File: src/rtl/tblt_pkg.sv
package tblt_pkg;

	typedef enum logic [2:0] {
		KIND_INSERT   = 3'd0,
		KIND_LOOKUP   = 3'd1,
		KIND_INV_ALL  = 3'd2,
		KIND_INV_RNG  = 3'd3,
		KIND_FREE     = 3'd4
	} kind_t;

	localparam logic [1:0] RES_HIT       = 2'd0;
	localparam logic [1:0] RES_MISS_STALE = 2'd1;
	localparam logic [1:0] RES_MISS_GEN  = 2'd2;
	localparam logic [1:0] RES_MISS_NONE = 2'd3;

	localparam logic [1:0] ST_OK        = 2'd0;
	localparam logic [1:0] ST_FULL      = 2'd1;
	localparam logic [1:0] ST_NO_HANDLE = 2'd2;

	typedef struct packed {
		logic [2:0]  kind;
		logic [63:0] lo;
		logic [63:0] hi;
		logic [31:0] gen;
		logic [15:0] hnd;
	} cmd_t;

	typedef struct packed {
		logic [1:0]  lookup_result;
		logic [15:0] found_handle;
		logic [1:0]  status;
		logic [6:0]  block_count;
	} rsp_t;

endpackage

File: src/rtl/tblt_out.sv
module tblt_out (
	input  logic           clk,
	input  logic           arst_n,
	input  logic           rsp_valid,
	output logic           rsp_take,
	input  tblt_pkg::rsp_t rsp,
	output logic           empty,
	input  logic           pop,
	output logic [1:0]     lookup_result,
	output logic [15:0]    found_handle,
	output logic [1:0]     status,
	output logic [6:0]     block_count
);
	import tblt_pkg::*;

	rsp_t out_q;
	logic full_q;

	assign rsp_take = rsp_valid && (!full_q || pop);
	assign empty    = !full_q;
	assign lookup_result = out_q.lookup_result;
	assign found_handle  = out_q.found_handle;
	assign status        = out_q.status;
	assign block_count   = out_q.block_count;

	always_ff @(posedge clk) begin
		if (rsp_take) out_q <= rsp;
	end

	always_ff @(posedge clk or negedge arst_n) begin
		if (!arst_n) begin
			full_q <= 1'b0;
		end else if (rsp_take) begin
			full_q <= 1'b1;
		end else if (pop) begin
			full_q <= 1'b0;
		end
	end
endmodule

File: config.mk
export PLATFORM = sky130hd
export DESIGN_NAME = tblt_out
export DESIGN_NICKNAME = d
export VERILOG_FILES = /design/src/rtl/tblt_pkg.sv /design/src/rtl/tblt_out.sv
export SDC_FILE = /design/constraint.sdc
export NUM_CORES = 1
export LEC_CHECK = 0
export BUFFER_PORTS_ARGS = -buffer_cell sky130_fd_sc_hd__buf_2
export CELL_PAD_IN_SITES_DETAIL_PLACEMENT = 1
export CELL_PAD_IN_SITES_GLOBAL_PLACEMENT = 2
export CORE_MARGIN = 2
export CORE_UTILIZATION = 24
export CTS_BUF_LIST = sky130_fd_sc_hd__clkbuf_8
export DETAILED_ROUTE_END_ITERATION = 12
export GPL_TIMING_DRIVEN = 0
export PLACE_DENSITY = 0.85
export SYNTH_ARGS = -nofsm -noshare
export SYNTH_HDL_FRONTEND = slang
export SYNTH_SLANG_ARGS = --single-unit
File: constraint.sdc
create_clock -name clk -period 1.45 [get_ports clk]
set_input_delay 0.145 -clock clk [delete_from_list [all_inputs] [get_ports clk]]
set_output_delay 0.145 -clock clk [all_outputs]
set_load 0.05 [all_outputs]
==> flow_summary.toml <==
[status]
outcome = "finished clean"

[clock_network]
cts_tree = "done"
cts_buffers = 3
cts-root-buf = "clkbuf_8"
numClockSinks = 28
clk_pin_slew_ns = 0.09
clock_path_buffers = 2
worstSkewPairLatency_ns = 0.26
h-tree-depth = 1

[grt]
grt_usage_pct = 9.091
grt_pass1_wl_um = 2787
grt_remaining_overflow = 0
grt_antenna_before_repair = 0
grt_max_degree = 16
grt_pass1_vias = 611

[setup_path]
cp.required_ns = 1.31
r2r_setup_slack_ns = 0.26
crit_path_end_kind = "output pin"
crit_fanout = 3
crit_type = "register to output pin"
critPathLaunchType = "register"
crit_arrival_ns = 1.12

[synth]
avgSynthCellArea_um2 = 26.82
yosysWarningCount = 0
syn-instance-count = 32
synth_cell_types = 5
synth-seq-area-share_pct = 97.38
syn-cell-area_um2 = 858.3
ys_ff_latch = 28
synth.net_count = 63

[place]
placedCellCount = 137
place.gp.congestion = 0.6343
portBuffers = 59
detailed_place.area_um2 = 1212

[route]
first_iter_violations = 12
vias_per_cell = 3.847
drtPass1Iterations = 2
routedWlPerCell_um = 12.40
wl_um = 1786
drtAntennaViolNets = 0
drcViolationCount = 0
via_count = 554

[die]
dieHeight_um = 63.80
die_area_um2 = 4070
io_pins = 60
initial_core_util_pct = 25.32
rows = 21
fp.dieW_um = 63.80
core-area_um2 = 3390

[run]
maxCapViolCount = 0

[timing]
setup_tns_ns = 0
min_period_ns = 1.265
min_period_over_period_pct = 87.23
fmax_ghz = 0.7906
holdWs_ns = 0.05077
rsz0062_at_grt = "no"
tightest_slew_ns = 0.3257
setup_viol_count_final = 0
skew_ns = 0.0006740
final-max-slew-violation-count = 0
relSlewSlack_pct = 78.29
hold_violations = 0

[layout]
nets = 130
final_cells = 144
utilization_pct = 38.24
fin_area_um2 = 1296
drive_above_1_share_pct = 67.35
n_fill_cell = 386
syn_to_final_growth_pct = 51.02
antenna_cells = 0

[power_and_ir_drop]
vdd_ir_drop_max_v = 0.0004203
p_leak_nw = 0.5599
power_density_nw_per_um2 = 1298

[worst_hold_path]
min_path_type = "input pin to register"
routing by layer:
metal | part of all wire, % | global-route usage (%)
met1 | 35 | 9.954
met2 | 57 | 16.54
met3 | 7.7 | 2.641
met4 | 0 | 3.261
met5 | 0 | 0
stage by stage:
step	total power [mW]	setup slack, ns
floorplan	1.148	0.03200
global placement	1.226	-0.05656
detailed placement	1.235	-0.1116
CTS	1.706	0.1601
global route	1.748	0.1041
finish	1.683	0.1851
kinds of logic (layout without fill, tap and decap cells):
group / count (synthesis) / after routing / synth area share [%]
flops: 28 / 28 / 97.38
simple gates: 3 / 4 / 2.187
buf+inv: 1 / 66 / 0.4369
power breakdown:
group | leakage (nW) | switching, mW | total [mW] | internal [mW]
combinational | 0.263 | 0.205 | 0.273 | 0.0675
sequential | 0.268 | 0.0102 | 0.949 | 0.939
clock | 0.0288 | 0.219 | 0.461 | 0.242
repair_timing:
action | in CTS | in global routing
buffers inserted | 1 | 0
endpoints found under the hold margin | 1 | 0
resized for setup | 2 | 0
hold buffers | 1 | 0
endpoints found under the setup margin | 1 | 0
worst paths after layout:
| kind | startpoint | end | cells after the start |
|---|---|---|---|
| setup / recovery | full_q$_DFFE_PN0P_ | rsp_take | 3 |
| setup reg to reg | full_q$_DFFE_PN0P_ | block_count[1]$_DFFE_PP_ | 2 |
| hold / removal | rsp[6] | block_count[6]$_DFFE_PP_ | 1 |
| hold reg to reg | full_q$_DFFE_PN0P_ | full_q$_DFFE_PN0P_ | 2 |
| min in group asynchronous | arst_n | full_q$_DFFE_PN0P_ | 2 |
| max in group asynchronous | arst_n | full_q$_DFFE_PN0P_ | 2 |
cells in the mapped netlist:
cell type,instances,area [um^2]
edfxtp_1,27,810.8
nand2b_1,2,12.51
and2_1,1,6.260
dfrtp_1,1,25.02
inv_1,1,3.750
sequential cells by signal, summed over array words and instances, names as in the netlist:
name and cells:
found_handle 16, block_count 7, lookup_result 2, status 2, full_q 1
worst max-delay path, stage by stage, from the launching register on:
cell and delay, ns:
dfrtp_1 0.39, nand2b_1 0.12, and2_4 0.16, buf_4 0.19
placed cells by master, fill, tap and decap left out:
cell,synthesis,routed
and2_2,0,1
and2_4,0,1
buf_2,0,58
buf_4,0,2
clkbuf_8,0,4
dfrtp_1,1,1
dlygate4sd3_1,0,1
edfxtp_1,27,27
inv_1,1,1
nand2b_1,2,2
area by class of cell:
type	count	area (um^2)	share of cell area, %
multi-input combinational	4	28.78	2.220
timing repair buffer	61	315.3	24.32
inverter	1	3.754	0.2896
sequential	28	835.8	64.48
clock buffer	4	55.05	4.247
tap	46	57.56	4.440
No activity file was read; power rests on OpenSTA's default activity.
