### config.mk
export PLATFORM = sky130hd
export DESIGN_NAME = tblt_front
export DESIGN_NICKNAME = d
export VERILOG_FILES = /design/src/rtl/tblt_pkg.sv /design/src/rtl/tblt_front.sv
export SDC_FILE = /design/constraint.sdc
export NUM_CORES = 1
export LEC_CHECK = 0
export BUFFER_PORTS_ARGS = -buffer_cell sky130_fd_sc_hd__buf_4
export CAP_MARGIN = 30
export CELL_PAD_IN_SITES_DETAIL_PLACEMENT = 1
export CELL_PAD_IN_SITES_GLOBAL_PLACEMENT = 1
export CORE_MARGIN = 1
export CORE_UTILIZATION = 42
export DETAILED_ROUTE_END_ITERATION = 6
export PLACE_DENSITY_LB_ADDON = 0.1
export SYNTH_ARGS = -nofsm -noshare
export SYNTH_HDL_FRONTEND = slang
export SYNTH_SLANG_ARGS = --single-unit
### constraint.sdc
create_clock -name clk -period 20.5 [get_ports clk]
set_input_delay 3.075 -clock clk [delete_from_list [all_inputs] [get_ports clk]]
set_output_delay 3.075 -clock clk [all_outputs]
set_load 0.01 [all_outputs]
### src/rtl/tblt_pkg.sv
package tblt_pkg;

	typedef enum logic [2:0] {
		KIND_INSERT   = 3'd0,
		KIND_LOOKUP   = 3'd1,
		KIND_INV_ALL  = 3'd2,
		KIND_INV_RNG  = 3'd3,
		KIND_FREE     = 3'd4
	} kind_t;

	localparam logic [1:0] RES_HIT       = 2'd0;
	localparam logic [1:0] RES_MISS_STALE = 2'd1;
	localparam logic [1:0] RES_MISS_GEN  = 2'd2;
	localparam logic [1:0] RES_MISS_NONE = 2'd3;

	localparam logic [1:0] ST_OK        = 2'd0;
	localparam logic [1:0] ST_FULL      = 2'd1;
	localparam logic [1:0] ST_NO_HANDLE = 2'd2;

	typedef struct packed {
		logic [2:0]  kind;
		logic [63:0] lo;
		logic [63:0] hi;
		logic [31:0] gen;
		logic [15:0] hnd;
	} cmd_t;

	typedef struct packed {
		logic [1:0]  lookup_result;
		logic [15:0] found_handle;
		logic [1:0]  status;
		logic [6:0]  block_count;
	} rsp_t;

endpackage

### src/rtl/tblt_front.sv
module tblt_front #(
	parameter int GEN_BITS    = 32,
	parameter int HANDLE_BITS = 16
) (
	input  logic                clk,
	input  logic                arst_n,
	input  logic                push,
	output logic                full,
	input  logic [2:0]          kind,
	input  logic [63:0]         address_low,
	input  logic [63:0]         address_high,
	input  logic [31:0]         generation,
	input  logic [15:0]         handle,
	output logic                cmd_valid,
	input  logic                cmd_take,
	output tblt_pkg::cmd_t      cmd
);
	import tblt_pkg::*;

	localparam logic [63:0] GEN_MASK = {64{1'b1}} >> (64 - GEN_BITS);
	localparam logic [63:0] HND_MASK = {64{1'b1}} >> (64 - HANDLE_BITS);

	// two-entry command queue
	cmd_t       buf_q [2];
	logic       rd_q, wr_q;
	logic [1:0] cnt_q;
	cmd_t       in_c;

	always_comb begin
		in_c.kind = kind;
		in_c.lo   = address_low;
		in_c.hi   = address_high;
		in_c.gen  = generation & GEN_MASK[31:0];
		in_c.hnd  = handle & HND_MASK[15:0];
	end

	assign full      = cnt_q == 2'd2;
	assign cmd_valid = cnt_q != 2'd0;
	assign cmd       = buf_q[rd_q];

	always_ff @(posedge clk) begin
		if (push && !full) begin
			buf_q[wr_q] <= in_c;
		end
	end

	always_ff @(posedge clk or negedge arst_n) begin
		if (!arst_n) begin
			rd_q  <= 1'b0;
			wr_q  <= 1'b0;
			cnt_q <= 2'd0;
		end else begin
			if (push && !full) wr_q <= ~wr_q;
			if (cmd_take) rd_q <= ~rd_q;
			cnt_q <= cnt_q + 2'((push && !full) ? 1 : 0) - 2'(cmd_take ? 1 : 0);
		end
	end
endmodule

==> impl_metrics.env <==
export IMPL_async_flop_share_pct=1.105
export IMPL_postCtsHoldBufs=0
export IMPL_ys_seq_area_share_pct=80.31
export IMPL_post_drt_wl_per_cell_um=21.31
export IMPL_overflow=0
export IMPL_track_usage_pct=17.94
export IMPL_grt_setup_unrepaired="no"
export IMPL_crit_path_end_kind="output port"
export IMPL_htreeDepth=2
export IMPL_die_h_um=181.4
export IMPL_drive_above_1_share_pct=61.02
export IMPL_crit_required_ns=17.43
export IMPL_drc=0
export IMPL_grt_max_degree=71
export IMPL_ys_types=15
export IMPL_syn_area_sq_um=13510
export IMPL_num_rows=65
export IMPL_grt_pass1_wl_mm=44.08
export IMPL_initial_core_util_pct=42.71
export IMPL_tns_ns=0
export IMPL_slew_violations=0
export IMPL_core_area_sq_um=31640
export IMPL_layout_nets=1156
export IMPL_root_buffer="clkbuf_16"
export IMPL_synth_edf_count=358
export IMPL_worstSetupPathType="reg -> out"
export IMPL_drt_iter0_markers=379
export IMPL_p_leak_nw=6.974
export IMPL_hp_class="reg -> reg"
export IMPL_fin_cells=1401
export IMPL_vias_per_cell=4.864
export IMPL_syn_nets=759
export IMPL_fmax_mhz=152.0
export IMPL_layout_worst_path_cycle_share_pct=32.10
export IMPL_dp_cells=1329
export IMPL_relSlewSlack_pct=40.73
export IMPL_ys_ff_latch=362
export IMPL_clockBufferDepth=3
export IMPL_die_area_sq_um=32890
export IMPL_cts_tree="built"
export IMPL_insertion_delay_ns=0.52
export IMPL_drtPass1Iterations=4
export IMPL_portBuffers=363
export IMPL_setup_viol=0
export IMPL_area_growth_synth_to_final_pct=32.88
export IMPL_cellPowerDensity_nw_per_um2=143.7
export IMPL_max_cap_viol_count=0
export IMPL_cts_resized=0
export IMPL_startpoint_type="flop"
export IMPL_clock_sinks=362
export IMPL_place_hpwl_mm=21.08
export IMPL_cts_setup_buffers=0
export IMPL_crit_fanout=61
export IMPL_status="completed"
export IMPL_cts_clk_slew_worst_paths_ns=0.06
export IMPL_synth_warnings=0
export IMPL_grt_pass1_vias=7601
export IMPL_finalWirelength_mm=29.86
export IMPL_numCtsBuffers=40
export IMPL_synth_avg_cell_area_sq_um=23.54
export IMPL_fp_dieW_um=181.4
export IMPL_antenna_found_initial=3
export IMPL_ant_nets=0
export IMPL_hold_violations=0
export IMPL_post_route_min_period_ns=6.581
export IMPL_ir_drop_mv=0.1050
export IMPL_fill_cells=2845
export IMPL_gp_congestion=0.7789
export IMPL_syn_inst=574
export IMPL_via_count=6815
export IMPL_max_slew_worst_pin_slew_ns=0.8890
export IMPL_arrival_ns=3.51
export IMPL_design_portCount=364
export IMPL_synth_ff_type="edfxtp_1"
export IMPL_finClkSkew_ns=0.02516
## worst max-delay path: stages, from the launching register on
cell and delay (ns):
dfrtp_4 0.85, buf_4 0.81, buf_4 0.68, mux2_2 0.42
buf_4 0.15
## sequential cells by signal, indices dropped and copies added, names as in the netlist
register,flops
rd_q,1
cnt_q,2
buf_q,358
wr_q,1
## Yosys cell counts (2+ instances only)
cell type  count  share of area [%]
buf_2          8               0.30
buf_6         12                1.0
dfrtp_1        4               0.74
edfxtp_1     358                 80
ha_1           2               0.19
inv_1          2              0.056
mux2_2        79                6.6
mux2_4       100                 11
xnor2_1        3               0.19
## routing by layer
metal | vias up | track usage, % | part of all wire, % | wire length, um
met2 | 301 | 31.03 | 50 | 14900
met1 | 3365 | 21.38 | 39 | 11610
met3 | 59 | 5.644 | 8.5 | 2528
li1 | 3086 | - | - | -
met5 | - | 0 | 0.11 | 34
met4 | 4 | 5.356 | 2.6 | 788
## report_power, final
part / switching (mW) / internal [mW]
combinational: 0.400 / 0.462
sequential: 0.0610 / 1.01
clock: 0.269 / 0.376
## cells in the final DEF, fill, tap and decap left out, types with 2 or more instances in the layout
cell type	n
mux2_4	100
clkinv_2	6
buf_4	370
buf_16	4
ha_1	2
inv_1	2
clkbuf_16	42
dfrtp_1	3
edfxtp_1	358
clkinv_1	10
xnor2_1	3
clkbuf_1	8
mux2_2	79
## per-stage QoR
step | worst slack (ns) | util (%) | power [mW] | cell area (sq um) | hold WS (ns)
global placement | 14.12 | 52.57 | 1.922 | 16630 | 0.4963
CTS | 13.83 | 56.59 | 2.610 | 17900 | 0.5477
floorplan | 9.187 | - | 1.612 | 13510 | 0.4604
finish | 13.92 | 56.75 | 2.580 | 17950 | 0.5433
global route | 13.70 | 56.74 | 2.694 | 17950 | 0.5833
detailed placement | 14.12 | 52.83 | 1.960 | 16710 | 0.5322
## area by class of cell
| type | instances | area, sq um | area share [%] |
|---|---|---|---|
| diodes | 1 | 2.502 | 0.01394 |
| well taps | 402 | 503.0 | 2.802 |
| repair buffers | 375 | 2908 | 16.20 |
| multi-input cells | 190 | 2490 | 13.87 |
| inverters | 2 | 7.507 | 0.04182 |
| clock buffers | 51 | 1095 | 6.098 |
| clock inverters | 18 | 92.59 | 0.5158 |
| flip-flops and latches | 362 | 10850 | 60.46 |
## final timing paths
kind	startpoint	endpoint	slack, ns	cells after the start
min	cnt_q[0]	cnt_q[0]	0.54	1
min in group asynchronous	arst_n	wr_q	2.34	1
max in group asynchronous	arst_n	rd_q	18.03	1
max reg2reg	cnt_q[1]	buf_q[0][134]	17.46	8
min reg2reg	cnt_q[0]	cnt_q[0]	0.54	1
max	rd_q	cmd[67]	13.92	4
## cell families after synthesis
group	after synthesis	synth area share [%]
XOR/XNOR	4	0.2594
multiplexers	179	17.70
flip-flops	362	80.31
adder cells (fa/ha/maj)	2	0.1852
buffers and inverters	22	1.352
AND/OR/NAND/NOR	5	0.1945
Power figures use the tool's default switching activity.
